### config.mk
export PLATFORM = sky130hd
export DESIGN_NAME = pulse_count_fsk_receiver_top
export DESIGN_NICKNAME = d
export VERILOG_FILES = /design/src/design/pcfsk_pkg.sv /design/src/design/pulse_count_fsk_receiver_top.sv
export SDC_FILE = /design/constraint.sdc
export NUM_CORES = 1
export LEC_CHECK = 0
export BUFFER_PORTS_ARGS = -buffer_cell sky130_fd_sc_hd__clkbuf_2
export CORE_MARGIN = 2
export CORE_UTILIZATION = 45
export DETAILED_ROUTE_END_ITERATION = 12
export GPL_ROUTABILITY_DRIVEN = 0
export RECOVER_POWER = 100
export SKIP_CTS_REPAIR_TIMING = 1
export SLEW_MARGIN = 0
export SYNTH_ARGS = -nofsm -noshare
export SYNTH_HDL_FRONTEND = slang
export SYNTH_SLANG_ARGS = --single-unit
### constraint.sdc
create_clock -name clk -period 8 [get_ports clk]
set_input_delay 0.4 -clock clk [delete_from_list [all_inputs] [get_ports clk]]
set_output_delay 0.4 -clock clk [all_outputs]
set_load 0.005 [all_outputs]
### src/design/pcfsk_pkg.sv
`timescale 1ns / 1ps
// pcfsk_pkg: shared constants and a helper function for the pulse-count fsk receiver
// depends on nothing; imported by pulse_count_fsk_receiver_top
package pcfsk_pkg;

    // edge period windows for the sync search
    localparam logic [15:0] HI_PER_MIN = 16'd320;
    localparam logic [15:0] HI_PER_MAX = 16'd380;
    localparam logic [15:0] LO_PER_MIN = 16'd400;
    localparam logic [15:0] LO_PER_MAX = 16'd500;

    // timing limits in milliseconds
    localparam logic [31:0] LOW_WINDOW_MS = 32'd50;
    localparam logic [31:0] GAP_MS        = 32'd10;

    // group counts
    localparam logic [7:0] GROUPS_NEEDED = 8'd14;
    localparam logic [7:0] GROUPS_EARLY  = 8'd3;

    // bit values from sample classification
    localparam logic [2:0] BIT_ONE      = 3'd1;
    localparam logic [2:0] BIT_ZERO     = 3'd0;
    localparam logic [2:0] INVALID_BITS = 3'd7;

    // framing characters
    localparam logic [7:0] FILL_BYTE = 8'd253;
    localparam logic [7:0] CH_STX    = 8'h02;
    localparam logic [7:0] CH_ETX    = 8'h03;
    localparam logic [7:0] CH_EOT    = 8'h04;

    // operation codes
    localparam logic OP_EDGE = 1'b0;
    localparam logic OP_TICK = 1'b1;

    // configuration register indexes
    localparam logic CFG_HIGH_THRESHOLD = 1'b0;
    localparam logic CFG_LOW_THRESHOLD  = 1'b1;

    // reset values of the configuration registers
    localparam logic [7:0] HIGH_THRESHOLD_RST = 8'd56;
    localparam logic [7:0] LOW_THRESHOLD_RST  = 8'd44;

    // reciprocal of 7 in 11 fractional bits, exact floor for 8-bit inputs
    localparam logic [8:0] RECIP7      = 9'd293;
    localparam int         RECIP7_BITS = 11;

    // level of a threshold: x - floor(x / 7)
    function automatic logic [7:0] level_of(input logic [7:0] x);
        logic [16:0] prod;
        logic [7:0]  quot;
        begin
            prod = {9'd0, x} * {8'd0, RECIP7};
            quot = {2'd0, prod[RECIP7_BITS +: 6]};
            return x - quot;
        end
    endfunction

endpackage

### src/design/pulse_count_fsk_receiver_top.sv
`timescale 1ns / 1ps
// Pulse-count FSK receiver. Takes one item per clock cycle (edge event or sample tick);
// a result, when an item makes one, is registered after the item is accepted: the
// accepting edge loads the input register and the decode logic loads the result register
// once it is free. The sustained rate of one item per cycle holds as long as out_stall
// stays low; a stalled result holds the input register and then in_stall. Thresholds are
// written through the cfg port (index 0 high, index 1 low) and take effect on the next item.
// pulse_count_fsk_receiver_top: sync search, bit sampling and stx/etx/eot framing
// depends on pcfsk_pkg
module pulse_count_fsk_receiver_top (
    input  logic        clk,
    input  logic        rst_n,
    // input item channel
    input  logic        in_valid,
    output logic        in_stall,
    input  logic        operation,
    input  logic [15:0] edge_period,
    input  logic [31:0] time_ms,
    input  logic [15:0] pulse_count,
    // result item channel
    output logic        out_valid,
    input  logic        out_stall,
    output logic [7:0]  data_byte,
    output logic        is_check,
    // configuration write channel
    input  logic        cfg_valid,
    output logic        cfg_ready,
    input  logic        cfg_index,
    input  logic [7:0]  cfg_data
);
    import pcfsk_pkg::*;

    // configuration
    logic [7:0] high_threshold_reg;
    logic [7:0] low_threshold_reg;

    // input register
    logic        s1_valid_reg;
    logic        op_reg;
    logic [15:0] period_reg;
    logic [31:0] time_reg;
    logic [15:0] count_reg;

    // receiver state
    logic        sync_phase_reg, sync_phase_next;
    logic [7:0]  edge_run_reg, edge_run_next;
    logic [7:0]  high_groups_reg, high_groups_next;
    logic [31:0] last_edge_time_reg, last_edge_time_next;
    logic [31:0] high_done_time_reg, high_done_time_next;
    logic        sampling_on_reg, sampling_on_next;
    logic [2:0]  bit_position_reg, bit_position_next;
    logic [7:0]  shift_byte_reg, shift_byte_next;
    logic [7:0]  invalid_samples_reg, invalid_samples_next;
    logic        in_text_reg, in_text_next;
    logic        expect_check_reg, expect_check_next;

    // result register
    logic        out_valid_reg;
    logic [7:0]  data_byte_reg;
    logic        is_check_reg;

    // decode outputs
    logic        emit;
    logic [7:0]  emit_byte;
    logic        emit_check;

    // handshake control
    logic out_free;
    logic s1_adv;

    assign out_free  = !out_valid_reg || !out_stall;
    assign s1_adv    = s1_valid_reg && out_free;
    assign in_stall  = s1_valid_reg && !out_free;
    assign cfg_ready = 1'b1;

    assign out_valid = out_valid_reg;
    assign data_byte = data_byte_reg;
    assign is_check  = is_check_reg;

    // configuration registers
    always_ff @(posedge clk or negedge rst_n)
    begin
        if (!rst_n)
        begin
            high_threshold_reg <= HIGH_THRESHOLD_RST;
            low_threshold_reg  <= LOW_THRESHOLD_RST;
        end
        else if (cfg_valid && cfg_ready)
        begin
            if (cfg_index == CFG_HIGH_THRESHOLD)
                high_threshold_reg <= cfg_data;
            else
                low_threshold_reg <= cfg_data;
        end
    end

    // input register valid
    always_ff @(posedge clk or negedge rst_n)
    begin
        if (!rst_n)
            s1_valid_reg <= 1'b0;
        else if (!in_stall)
            s1_valid_reg <= in_valid;
    end

    // input register payload
    always_ff @(posedge clk)
    begin
        if (in_valid && !in_stall)
        begin
            op_reg     <= operation;
            period_reg <= edge_period;
            time_reg   <= time_ms;
            count_reg  <= pulse_count;
        end
    end

    // decode of one item against the current state
    always_comb
    begin
        logic [31:0] gap;
        logic        hi_per;
        logic        lo_ok;
        logic [7:0]  hi_level;
        logic [7:0]  lo_level;
        logic [2:0]  bitval;
        logic [10:0] bit_shifted;
        logic [7:0]  byte_val;

        sync_phase_next      = sync_phase_reg;
        edge_run_next        = edge_run_reg;
        high_groups_next     = high_groups_reg;
        last_edge_time_next  = last_edge_time_reg;
        high_done_time_next  = high_done_time_reg;
        sampling_on_next     = sampling_on_reg;
        bit_position_next    = bit_position_reg;
        shift_byte_next      = shift_byte_reg;
        invalid_samples_next = invalid_samples_reg;
        in_text_next         = in_text_reg;
        expect_check_next    = expect_check_reg;
        emit       = 1'b0;
        emit_byte  = shift_byte_reg;
        emit_check = 1'b0;

        gap         = time_reg - last_edge_time_reg;
        hi_per      = (period_reg > HI_PER_MIN) && (period_reg < HI_PER_MAX);
        lo_ok       = ((time_reg - high_done_time_reg) < LOW_WINDOW_MS)
                      && (period_reg > LO_PER_MIN) && (period_reg < LO_PER_MAX);
        hi_level    = level_of(high_threshold_reg);
        lo_level    = level_of(low_threshold_reg);
        bitval      = BIT_ZERO;
        bit_shifted = '0;
        byte_val    = '0;

        if (op_reg == OP_EDGE)
        begin
            // sync search
            last_edge_time_next = time_reg;
            if (!sync_phase_reg)
            begin
                // high-frequency groups
                if (hi_per)
                    edge_run_next = edge_run_reg + 8'd1;
                else if (gap > GAP_MS)
                begin
                    high_groups_next = '0;
                    edge_run_next    = '0;
                end
                if (edge_run_next >= high_threshold_reg)
                begin
                    high_groups_next = high_groups_next + 8'd1;
                    edge_run_next    = '0;
                end
                if ((high_groups_next > GROUPS_EARLY) && (period_reg > LO_PER_MIN))
                    high_groups_next = '0;
                if (high_groups_next > GROUPS_NEEDED)
                begin
                    high_done_time_next = time_reg;
                    sync_phase_next     = 1'b1;
                    edge_run_next       = '0;
                end
            end
            else
            begin
                // low-frequency run within the window
                if (lo_ok)
                    edge_run_next = edge_run_reg + 8'd1;
                else
                begin
                    high_groups_next = '0;
                    edge_run_next    = '0;
                    sync_phase_next  = 1'b0;
                end
                if (edge_run_next >= low_threshold_reg)
                begin
                    high_groups_next  = '0;
                    edge_run_next     = '0;
                    sync_phase_next   = 1'b0;
                    sampling_on_next  = 1'b1;
                    bit_position_next = '0;
                    shift_byte_next   = '0;
                end
            end
        end
        else if (sampling_on_reg)
        begin
            // classify the pulse count
            if ({8'd0, hi_level} < count_reg)
                bitval = BIT_ONE;
            else if ({8'd0, lo_level} < count_reg)
                bitval = BIT_ZERO;
            else
            begin
                bitval               = INVALID_BITS;
                invalid_samples_next = invalid_samples_reg + 8'd1;
            end

            // merge into the byte at the current position
            bit_shifted = {8'd0, bitval} << (3'd7 - bit_position_reg);
            byte_val    = shift_byte_reg ^ bit_shifted[7:0];

            if (bit_position_reg == 3'd7)
            begin
                bit_position_next = '0;
                shift_byte_next   = '0;
                emit_byte         = byte_val;
                // framing of a completed byte
                if (byte_val != FILL_BYTE)
                begin
                    if (expect_check_reg)
                    begin
                        sampling_on_next  = 1'b0;
                        expect_check_next = 1'b0;
                        emit              = 1'b1;
                        emit_check        = 1'b1;
                    end
                    else if (byte_val == CH_STX)
                        in_text_next = 1'b1;
                    else if ((byte_val == CH_ETX) || (byte_val == CH_EOT))
                    begin
                        in_text_next      = 1'b0;
                        expect_check_next = 1'b1;
                    end
                    else if (in_text_reg)
                        emit = 1'b1;
                end
            end
            else
            begin
                bit_position_next = bit_position_reg + 3'd1;
                shift_byte_next   = byte_val;
            end

            // too many invalid samples ends sampling
            if (invalid_samples_next > hi_level)
            begin
                invalid_samples_next = '0;
                sampling_on_next     = 1'b0;
                bit_position_next    = '0;
            end
        end
    end

    // receiver state registers
    always_ff @(posedge clk or negedge rst_n)
    begin
        if (!rst_n)
        begin
            sync_phase_reg      <= 1'b0;
            edge_run_reg        <= '0;
            high_groups_reg     <= '0;
            last_edge_time_reg  <= '0;
            high_done_time_reg  <= '0;
            sampling_on_reg     <= 1'b0;
            bit_position_reg    <= '0;
            shift_byte_reg      <= '0;
            invalid_samples_reg <= '0;
            in_text_reg         <= 1'b0;
            expect_check_reg    <= 1'b0;
        end
        else if (s1_adv)
        begin
            sync_phase_reg      <= sync_phase_next;
            edge_run_reg        <= edge_run_next;
            high_groups_reg     <= high_groups_next;
            last_edge_time_reg  <= last_edge_time_next;
            high_done_time_reg  <= high_done_time_next;
            sampling_on_reg     <= sampling_on_next;
            bit_position_reg    <= bit_position_next;
            shift_byte_reg      <= shift_byte_next;
            invalid_samples_reg <= invalid_samples_next;
            in_text_reg         <= in_text_next;
            expect_check_reg    <= expect_check_next;
        end
    end

    // result register valid
    always_ff @(posedge clk or negedge rst_n)
    begin
        if (!rst_n)
            out_valid_reg <= 1'b0;
        else if (out_free)
            out_valid_reg <= s1_adv && emit;
    end

    // result register payload
    always_ff @(posedge clk)
    begin
        if (s1_adv && emit)
        begin
            data_byte_reg <= emit_byte;
            is_check_reg  <= emit_check;
        end
    end

endmodule
==> results of run 1 <==
[metrics by stage]
stage	utilization, %	TNS (ps)	power (mW)	setup WS, ps	area [sq um]
2_1_floorplan	-	0	2.60	228	15200
3_3_place_gp	48.4	0	3.02	56.4	16200
3_5_place_dp	48.4	-1470	3.07	-151	16200
4_1_cts	50.2	-1740	3.97	-180	16800
5_1_grt	50.5	0	4.34	9.48	16900
6_report	50.5	0	4.00	358	16900
[synthesized netlist by cell type (5+ instances only)]
| master | n |
|---|---|
| a31o_2 | 5 |
| nand2_1 | 174 |
| inv_1 | 155 |
| dfrtp_1 | 115 |
| nand3_1 | 35 |
| a21o_1 | 39 |
| a31oi_1 | 13 |
| nand2b_1 | 35 |
| nor4_1 | 15 |
| a21oi_1 | 114 |
| xor2_1 | 23 |
| nand4_1 | 22 |
| nor3_1 | 29 |
| and3_1 | 13 |
| mux2_2 | 40 |
| o21bai_1 | 15 |
| nand3b_1 | 7 |
| or2_2 | 10 |
| nor2b_1 | 19 |
| a21boi_0 | 8 |
| o21a_1 | 17 |
| a211oi_1 | 19 |
| a211o_1 | 6 |
| xnor2_1 | 49 |
| o21ai_0 | 140 |
| nor2_1 | 89 |
| buf_2 | 7 |
| edfxtp_1 | 74 |
| and2_1 | 9 |
| o211ai_1 | 14 |
| mux2i_1 | 6 |
| ha_1 | 188 |
| o22ai_1 | 5 |
| o31ai_1 | 13 |
| clkbuf_1 | 35 |
| fa_1 | 14 |
| dfstp_2 | 6 |
| o31a_1 | 5 |
| o221ai_1 | 5 |
[path summary, 6_finish.rpt]
kind                       slack [ps]             startpoint  depth (start not counted)                endpoint
hold / removal                    110            time_ms[24]                          1            time_reg[24]
max in group asynchronous        2220                  rst_n                          2  last_edge_time_reg[19]
hold reg to reg                   500  high_done_time_reg[0]                          2   high_done_time_reg[0]
setup reg to reg                  360  high_threshold_reg[5]                         30            data_byte[7]
min in group asynchronous        1110                  rst_n                          1    low_threshold_reg[7]
setup / recovery                  360  high_threshold_reg[5]                         30            data_byte[7]
[power groups by stage]
stage	clock, mW	sequential, mW	combinational (mW)
after floorplan	0	1.22	1.37
after global placement	0	1.27	1.76
after detailed placement	0	1.27	1.80
after CTS	0.903	1.25	1.82
after global routing	0.937	1.27	2.14
final	0.871	1.25	1.88
[logic make-up after synthesis]
| logic type | after synthesis |
|---|---|
| other | 1 |
| xor gates and xnor gates | 72 |
| DFF | 195 |
| adders and majority gates | 202 |
| AOI/OAI and AO/OA | 469 |
| and+or+nand+nor | 486 |
| muxes | 48 |
| buffers and inverters | 201 |
[critical path, delay by kind of cell (launching register included)]
kind            cells  cell delay (ps)
xor+xnor            3              520
simple gates        9             2170
buf+inv             2              240
compound gates      9             1750
flops               1              590
fa+ha+maj           7             2110
[final cells by class]
class | instances | share of cell area (%)
Clock buffer | 18 | 2.54
Timing Repair Buffer | 111 | 3.57
Sequential cell | 195 | 31.1
Clock inverter | 14 | 1.01
Multi-Input combinational cell | 1278 | 55.0
Tap cell | 448 | 3.32
Inverter | 156 | 3.47
[metal layers]
layer / track usage [%] / vias to the layer above
met1: 26.6 / 5953
li1: - / 6222
met3: 3.16 / 50
met4: 7.18 / 0
met2: 38.0 / 244
met5: 0 / -
==> results.tsv, run 1 <==
metric	value	unit
avgSynthCellArea	9.09	sq um
synth_top_family_by_area	compound AO/OA/AOI/OAI gates	
synth_edf_count	74	
clkPwrFrac	21.8	%
hpwl	28600	microns
arrival	7830	ps
layout-drive-gt1-share	12.5	%
fin_cells	2220	
die_area	35300	sq um
top_layer_used	met4	
io_pins	91	
synth_top_cell_by_area	dfrtp_1	
rsz0062_at_grt	false	
cp_max_fo	11	
port_buffers	89	
async_flop_share	62.1	%
drt-initial-drc-count	627	
vias	12500	
p_switching	1.59	mW
hp-class	primary input to register	
grt_pass1_vias	12300	
status	finished with violations	
dr.pass1.iters	5	
syn_area	15200	sq um
hold_slack	113	ps
p_seq_share	31.3	%
cts-root-buf	clkbuf_16	
slew_violations	262	
clock_sinks	195	
pwr-share-comb	47.0	%
grt_max_degree	72	
clk_path_buf_depth	2	
multi_input_area	9290	sq um
synth-seq-area-share	34.6	%
cts_tree	built	
period_share	95.5	%
max_freq	131	MHz
die_y	188	microns
synth_top_area_share	18.9	%
fill_cells	3148	
min_period	7640	ps
synth_cells	1674	
area_growth_syn_to_layout	11.0	%
diodes	0	
cts-htree-levels	4	
final_cell_mix	ha_1, nand2_1, inv_1	
grt_remaining_overflow	0	
synth-simple-area-share	15.8	%
synth-adder-area-share	17.3	%
max-vdd-ir-drop	0.199	mV
wl_met1	16400	microns
worst_setup_path_start_kind	register	
dp_cells	2183	
synth_compound_area_share	19.6	%
antenna_found_initial	0	
final_common_cell	ha_1	
routed_via_density	5.62	
start_util	45.5	%
synth_warnings	0	
critical_path_class	register to register	
drc	0	
synth-seq-cells	195	
worst_slew_pin_slew	4530	ps
seqCellArea	5260	sq um
ant_nets	0	
core-area	33400	sq um
dr_wl_met2	18300	microns
setup_viol_count_final	0	
sw_frac_of_total	39.8	%
wl	36800	microns
synth.area.top_cells	dfrtp_1, ha_1, edfxtp_1, o21ai_0, nand2_1	
dr_wl_met3	1270	microns
worstSkewPairLatency	460	ps
grt_pass1_wl	61200	microns
row_count	67	
violations	max-capacitance violations, max-slew violations	
clk_transition_reported_paths	80	ps
die_w	188	microns
syn_nets	1955	
p_leak	7.55	nW
cts_buffers	17	
drv_cap	4	
slowest_delay	600	ps
synthFlopType	dfrtp_1	
track_usage	21.4	%
slowest_stage	or4_1	
synthXorXnorAreaFrac	4.14	%
power_density	237	nW/um^2
skew	14.1	ps
relSlewSlack	-202	%
cp.required	8190	ps
nNetsFinal	2040	
hold_viol	0	
synth.distinct_cells	89	
post_drt_wl_per_cell	16.6	microns
p_int	2.41	mW
end_kind	register	
synth_mux_area_share	3.50	%
Power figures use the tool's default switching activity.
==> run 2: changes to the inputs <==
--- a/config.mk
+++ b/config.mk
@@ -10,9 +10,10 @@
 export CORE_UTILIZATION = 45
 export DETAILED_ROUTE_END_ITERATION = 12
 export GPL_ROUTABILITY_DRIVEN = 0
+export PLACE_DENSITY = 0.69
 export RECOVER_POWER = 100
 export SKIP_CTS_REPAIR_TIMING = 1
-export SLEW_MARGIN = 0
+export SLEW_MARGIN = 20
 export SYNTH_ARGS = -nofsm -noshare
 export SYNTH_HDL_FRONTEND = slang
 export SYNTH_SLANG_ARGS = --single-unit
==> results.tsv, run 2 (synthesis results as in run 1) <==
metric	value	unit
die_w	188	microns
grt_remaining_overflow	0	
cp.required	8360	ps
slowest_delay	580	ps
critical_path_class	register to register	
worst_slew_pin_slew	4480	ps
clk_path_buf_depth	2	
worstSkewPairLatency	460	ps
final_common_cell	ha_1	
die_y	188	microns
clk_transition_reported_paths	80	ps
totalPowerFinal	3.96	mW
cts_tree	built	
port_buffers	89	
clkPwrFrac	20.7	%
cts-root-buf	clkbuf_16	
fin_area	16900	sq um
max-vdd-ir-drop	0.162	mV
drc	0	
startpoint	high_threshold_reg[5]	
grt_pass1_vias	12500	
worst_setup_path_start_kind	register	
power_density	235	nW/um^2
rr_startpoint	high_threshold_reg[5]	
worstRegToRegCells	40	
rrSetupSlack	380	ps
min_period	7620	ps
vias	12600	
slowest_stage	dfstp_2	
timing.critical_path.mode_cell	ha_1	
status	finished with violations	
ant_nets	0	
crit_path_end	invalid_samples_reg[2]	
p_switching	1.59	mW
nNetsFinal	2040	
violations	max-capacitance violations, max-slew violations	
arrival	7980	ps
p_seq_share	31.6	%
hold_viol	0	
area_growth_syn_to_layout	10.9	%
io_pins	91	
max_freq	131	MHz
hp-class	primary input to register	
layout-drive-gt1-share	12.8	%
p_leak	7.54	nW
grt_max_degree	72	
cp_max_fo	5	
start_util	45.5	%
grt_pass1_wl	60900	microns
cts_buffers	17	
place_area	16200	sq um
tns	0	ps
cts-htree-levels	4	
core-area	33400	sq um
relSlewSlack	-198	%
track_usage	21.2	%
setup_viol_count_final	0	
end_kind	register	
p_int	2.38	mW
row_count	67	
drt-initial-drc-count	775	
die_area	35300	sq um
slew_violations	262	
pwr-share-comb	47.7	%
fin_util	50.4	%
routed_via_density	5.68	
rr_endpoint	invalid_samples_reg[2]	
drv_cap	4	
wl	36400	microns
skew	14.4	ps
antenna_found_initial	0	
post_drt_wl_per_cell	16.4	microns
diodes	0	
dr.pass1.iters	5	
fin_cells	2220	
dp_cells	2180	
sw_frac_of_total	40.0	%
final_cell_mix	ha_1, nand2_1, inv_1	
period_share	95.2	%
hpwl	28200	microns
clock_sinks	195	
-- run 2: cell count changes in the layout (fill, tap and decap cells not counted), sizes merged --
| cell | change |
|---|---|
| bufinv | -1 |
| inv | +1 |
| buf | +2 |
| clkinvlp | +2 |
| clkbuf | -2 |
| clkinv | -2 |
-- run 2: routing by layer --
layer / GRT usage [%] / wire length [microns]
met5: 0 / 0
met4: 6.69 / 844
met3: 3.22 / 1450
met2: 37.0 / 17800
met1: 27.1 / 16300
-- run 2: layout make-up --
| cell class | count | area [sq um] |
|---|---|---|
| sequential | 195 | 5260 |
| tap | 448 | 561 |
| clock inverter | 14 | 120 |
| fill | 3053 | 16600 |
| timing repair buffer | 111 | 609 |
| inverter | 156 | 589 |
| clock buffer | 18 | 429 |
| multi-input combinational | 1278 | 9310 |
-- run 2: critical path, delay by kind of cell, from the launching register on --
family / cells / cell delay (ps)
DFF: 1 / 580
adders and majority gates: 8 / 2310
AOI/OAI and AO/OA: 17 / 2790
buffers and inverters: 3 / 330
xor gates and xnor gates: 3 / 420
and+or+nand+nor: 9 / 1100
-- run 2: through the flow --
| step | setup slack, ps | hold WS, ps |
|---|---|---|
| floorplan | 228 | 104 |
| global placement | 101 | 463 |
| detailed placement | -126 | 472 |
| CTS | -162 | 37.7 |
| global route | -55.0 | 90.3 |
| finish | 381 | 111 |
-- run 2: how the worst min path moves through the flow --
| stage | cells after the start | start | endpoint |
|---|---|---|---|
| 2_1_floorplan | 0 | rst_n | bit_position_reg[0] |
| 6_report | 1 | time_ms[6] | time_reg[6] |
| 3_5_place_dp | 2 | high_done_time_reg[0] | high_done_time_reg[0] |
| 5_1_grt | 1 | time_ms[7] | time_reg[7] |
| 4_1_cts | 1 | rst_n | low_threshold_reg[0] |
| 3_3_place_gp | 2 | high_done_time_reg[0] | high_done_time_reg[0] |
-- run 2: power by group through the flow --
| stage | Combinational, mW | Sequential, mW | Clock, mW |
|---|---|---|---|
| 2_1_floorplan | 1.37 | 1.22 | 0 |
| 3_3_place_gp | 1.72 | 1.26 | 0 |
| 3_5_place_dp | 1.79 | 1.27 | 0 |
| 4_1_cts | 1.81 | 1.25 | 0.848 |
| 5_1_grt | 2.15 | 1.27 | 0.882 |
| 6_report | 1.89 | 1.25 | 0.821 |
==> run 3: changes to the inputs <==
--- a/config.mk
+++ b/config.mk
@@ -7,10 +7,11 @@
 export LEC_CHECK = 0
 export BUFFER_PORTS_ARGS = -buffer_cell sky130_fd_sc_hd__clkbuf_2
 export CORE_MARGIN = 2
-export CORE_UTILIZATION = 45
+export CORE_UTILIZATION = 55
 export DETAILED_ROUTE_END_ITERATION = 12
 export GPL_ROUTABILITY_DRIVEN = 0
-export PLACE_DENSITY = 0.69
+export GPL_TIMING_DRIVEN = 0
+export PLACE_DENSITY = 0.81
 export RECOVER_POWER = 100
 export SKIP_CTS_REPAIR_TIMING = 1
 export SLEW_MARGIN = 20
==> results.tsv, run 3 (synthesis results as in run 1) <==
metric	value	unit
worstSkewPairLatency	470	ps
end_kind	register	
p_switching	1.74	mW
wl	38800	microns
cp_max_fo	6	
min_period	7990	ps
track_usage	26.7	%
core-area	27000	sq um
violations	max-capacitance violations, max-slew violations	
fin_area	17200	sq um
setup_viol_count_final	0	
skew	14.7	ps
clkPwrFrac	22.4	%
io_pins	91	
rr_startpoint	high_threshold_reg[7]	
cts-root-buf	clkbuf_16	
worst_setup_path_start_kind	register	
dr.pass1.iters	6	
relSlewSlack	-97.8	%
pwr-share-comb	48.0	%
grt_pass1_vias	13300	
area_growth_syn_to_layout	13.2	%
grt_remaining_overflow	0	
max-vdd-ir-drop	0.195	mV
p_int	2.44	mW
slowest_stage	fa_1	
row_count	60	
die_y	170	microns
startpoint	high_threshold_reg[7]	
cts_tree	built	
cts-htree-levels	4	
final_cell_mix	ha_1, nand2_1, inv_1	
critical_path_class	register to register	
p_leak	7.77	nW
max_freq	125	MHz
grt_max_degree	73	
seqCellArea	5260	sq um
antenna_found_initial	0	
post_drt_wl_per_cell	17.9	microns
totalPowerFinal	4.17	mW
cts_buffers	17	
vias	13500	
status	finished with violations	
clk_path_buf_depth	2	
drt-initial-drc-count	1154	
timing.critical_path.mode_cell	a21o_1	
fin_util	63.7	%
ant_nets	0	
cp.required	8390	ps
hold_viol	0	
start_util	56.3	%
hp-class	primary input to register	
clk_transition_reported_paths	90	ps
place_area	16100	sq um
fill_cells	2136	
port_buffers	89	
nNetsFinal	2093	
die_area	29000	sq um
diodes	0	
arrival	8380	ps
slew_violations	50	
hold_path.startpoint	edge_period[12]	
clock_sinks	195	
rsz0062_at_grt	true	
slowest_delay	550	ps
drc	0	
die_w	170	microns
period_share	99.9	%
worst_slew_pin_slew	2970	ps
place_ws	-925	ps
power_density	242	nW/um^2
multi_input_area	9380	sq um
layout-drive-gt1-share	14.6	%
hpwl	28300	microns
routed_via_density	6.23	
p_seq_share	29.6	%
sw_frac_of_total	41.6	%
grt_pass1_wl	62300	microns
setup_ws	7.03	ps
final_common_cell	ha_1	
hold_slack	96.5	ps
drv_cap	1	
## run 3: stage by stage
step	cells	setup TNS [ps]
after floorplan	1674	0
after global placement	2104	-5450
after detailed placement	2106	-11700
after CTS	2138	-16240
after global routing	2166	-2860
final	2166	0
## run 3: final timing paths
kind	slack (ps)	to	cells after the start
max in group asynchronous	4880	last_edge_time_reg[28]	2
setup / recovery	7	bit_position_reg[0]	38
hold / removal	100	period_reg[12]	1
setup reg to reg	7	bit_position_reg[0]	38
hold reg to reg	500	high_done_time_reg[29]	1
min in group asynchronous	1440	invalid_samples_reg[7]	2
## run 3: cell type report
class	instances	area share, %
inverter	156	3.42
multi-input combinational	1278	54.5
sequential	195	30.5
clock inverter	15	1.29
timing repair buffer	119	4.19
clock buffer	17	2.47
buffer	45	1.14
tap	341	2.48
## run 3: worst max-delay path, delay by kind of cell, from the launching register on
kind | cells | cell delay (ps)
AOI/OAI and AO/OA | 16 | 2630
DFF | 1 | 450
xor gates and xnor gates | 3 | 570
adders and majority gates | 8 | 2510
buffers and inverters | 4 | 400
and+or+nand+nor | 7 | 1360
## run 3: power groups by stage
stage / Sequential [mW] / Combinational (mW) / Clock [mW]
3_3_place_gp: 1.25 / 1.70 / 0
4_1_cts: 1.24 / 1.82 / 0.946
2_1_floorplan: 1.22 / 1.37 / 0
3_5_place_dp: 1.26 / 1.79 / 0
6_report: 1.24 / 2.00 / 0.934
5_1_grt: 1.25 / 2.25 / 0.992
## run 3: per-layer routing
| layer | wire (microns) | track usage, % |
|---|---|---|
| met5 | 0 | 0 |
| met4 | 1820 | 12.9 |
| met3 | 2260 | 4.23 |
| met2 | 19300 | 47.4 |
| met1 | 15400 | 31.5 |
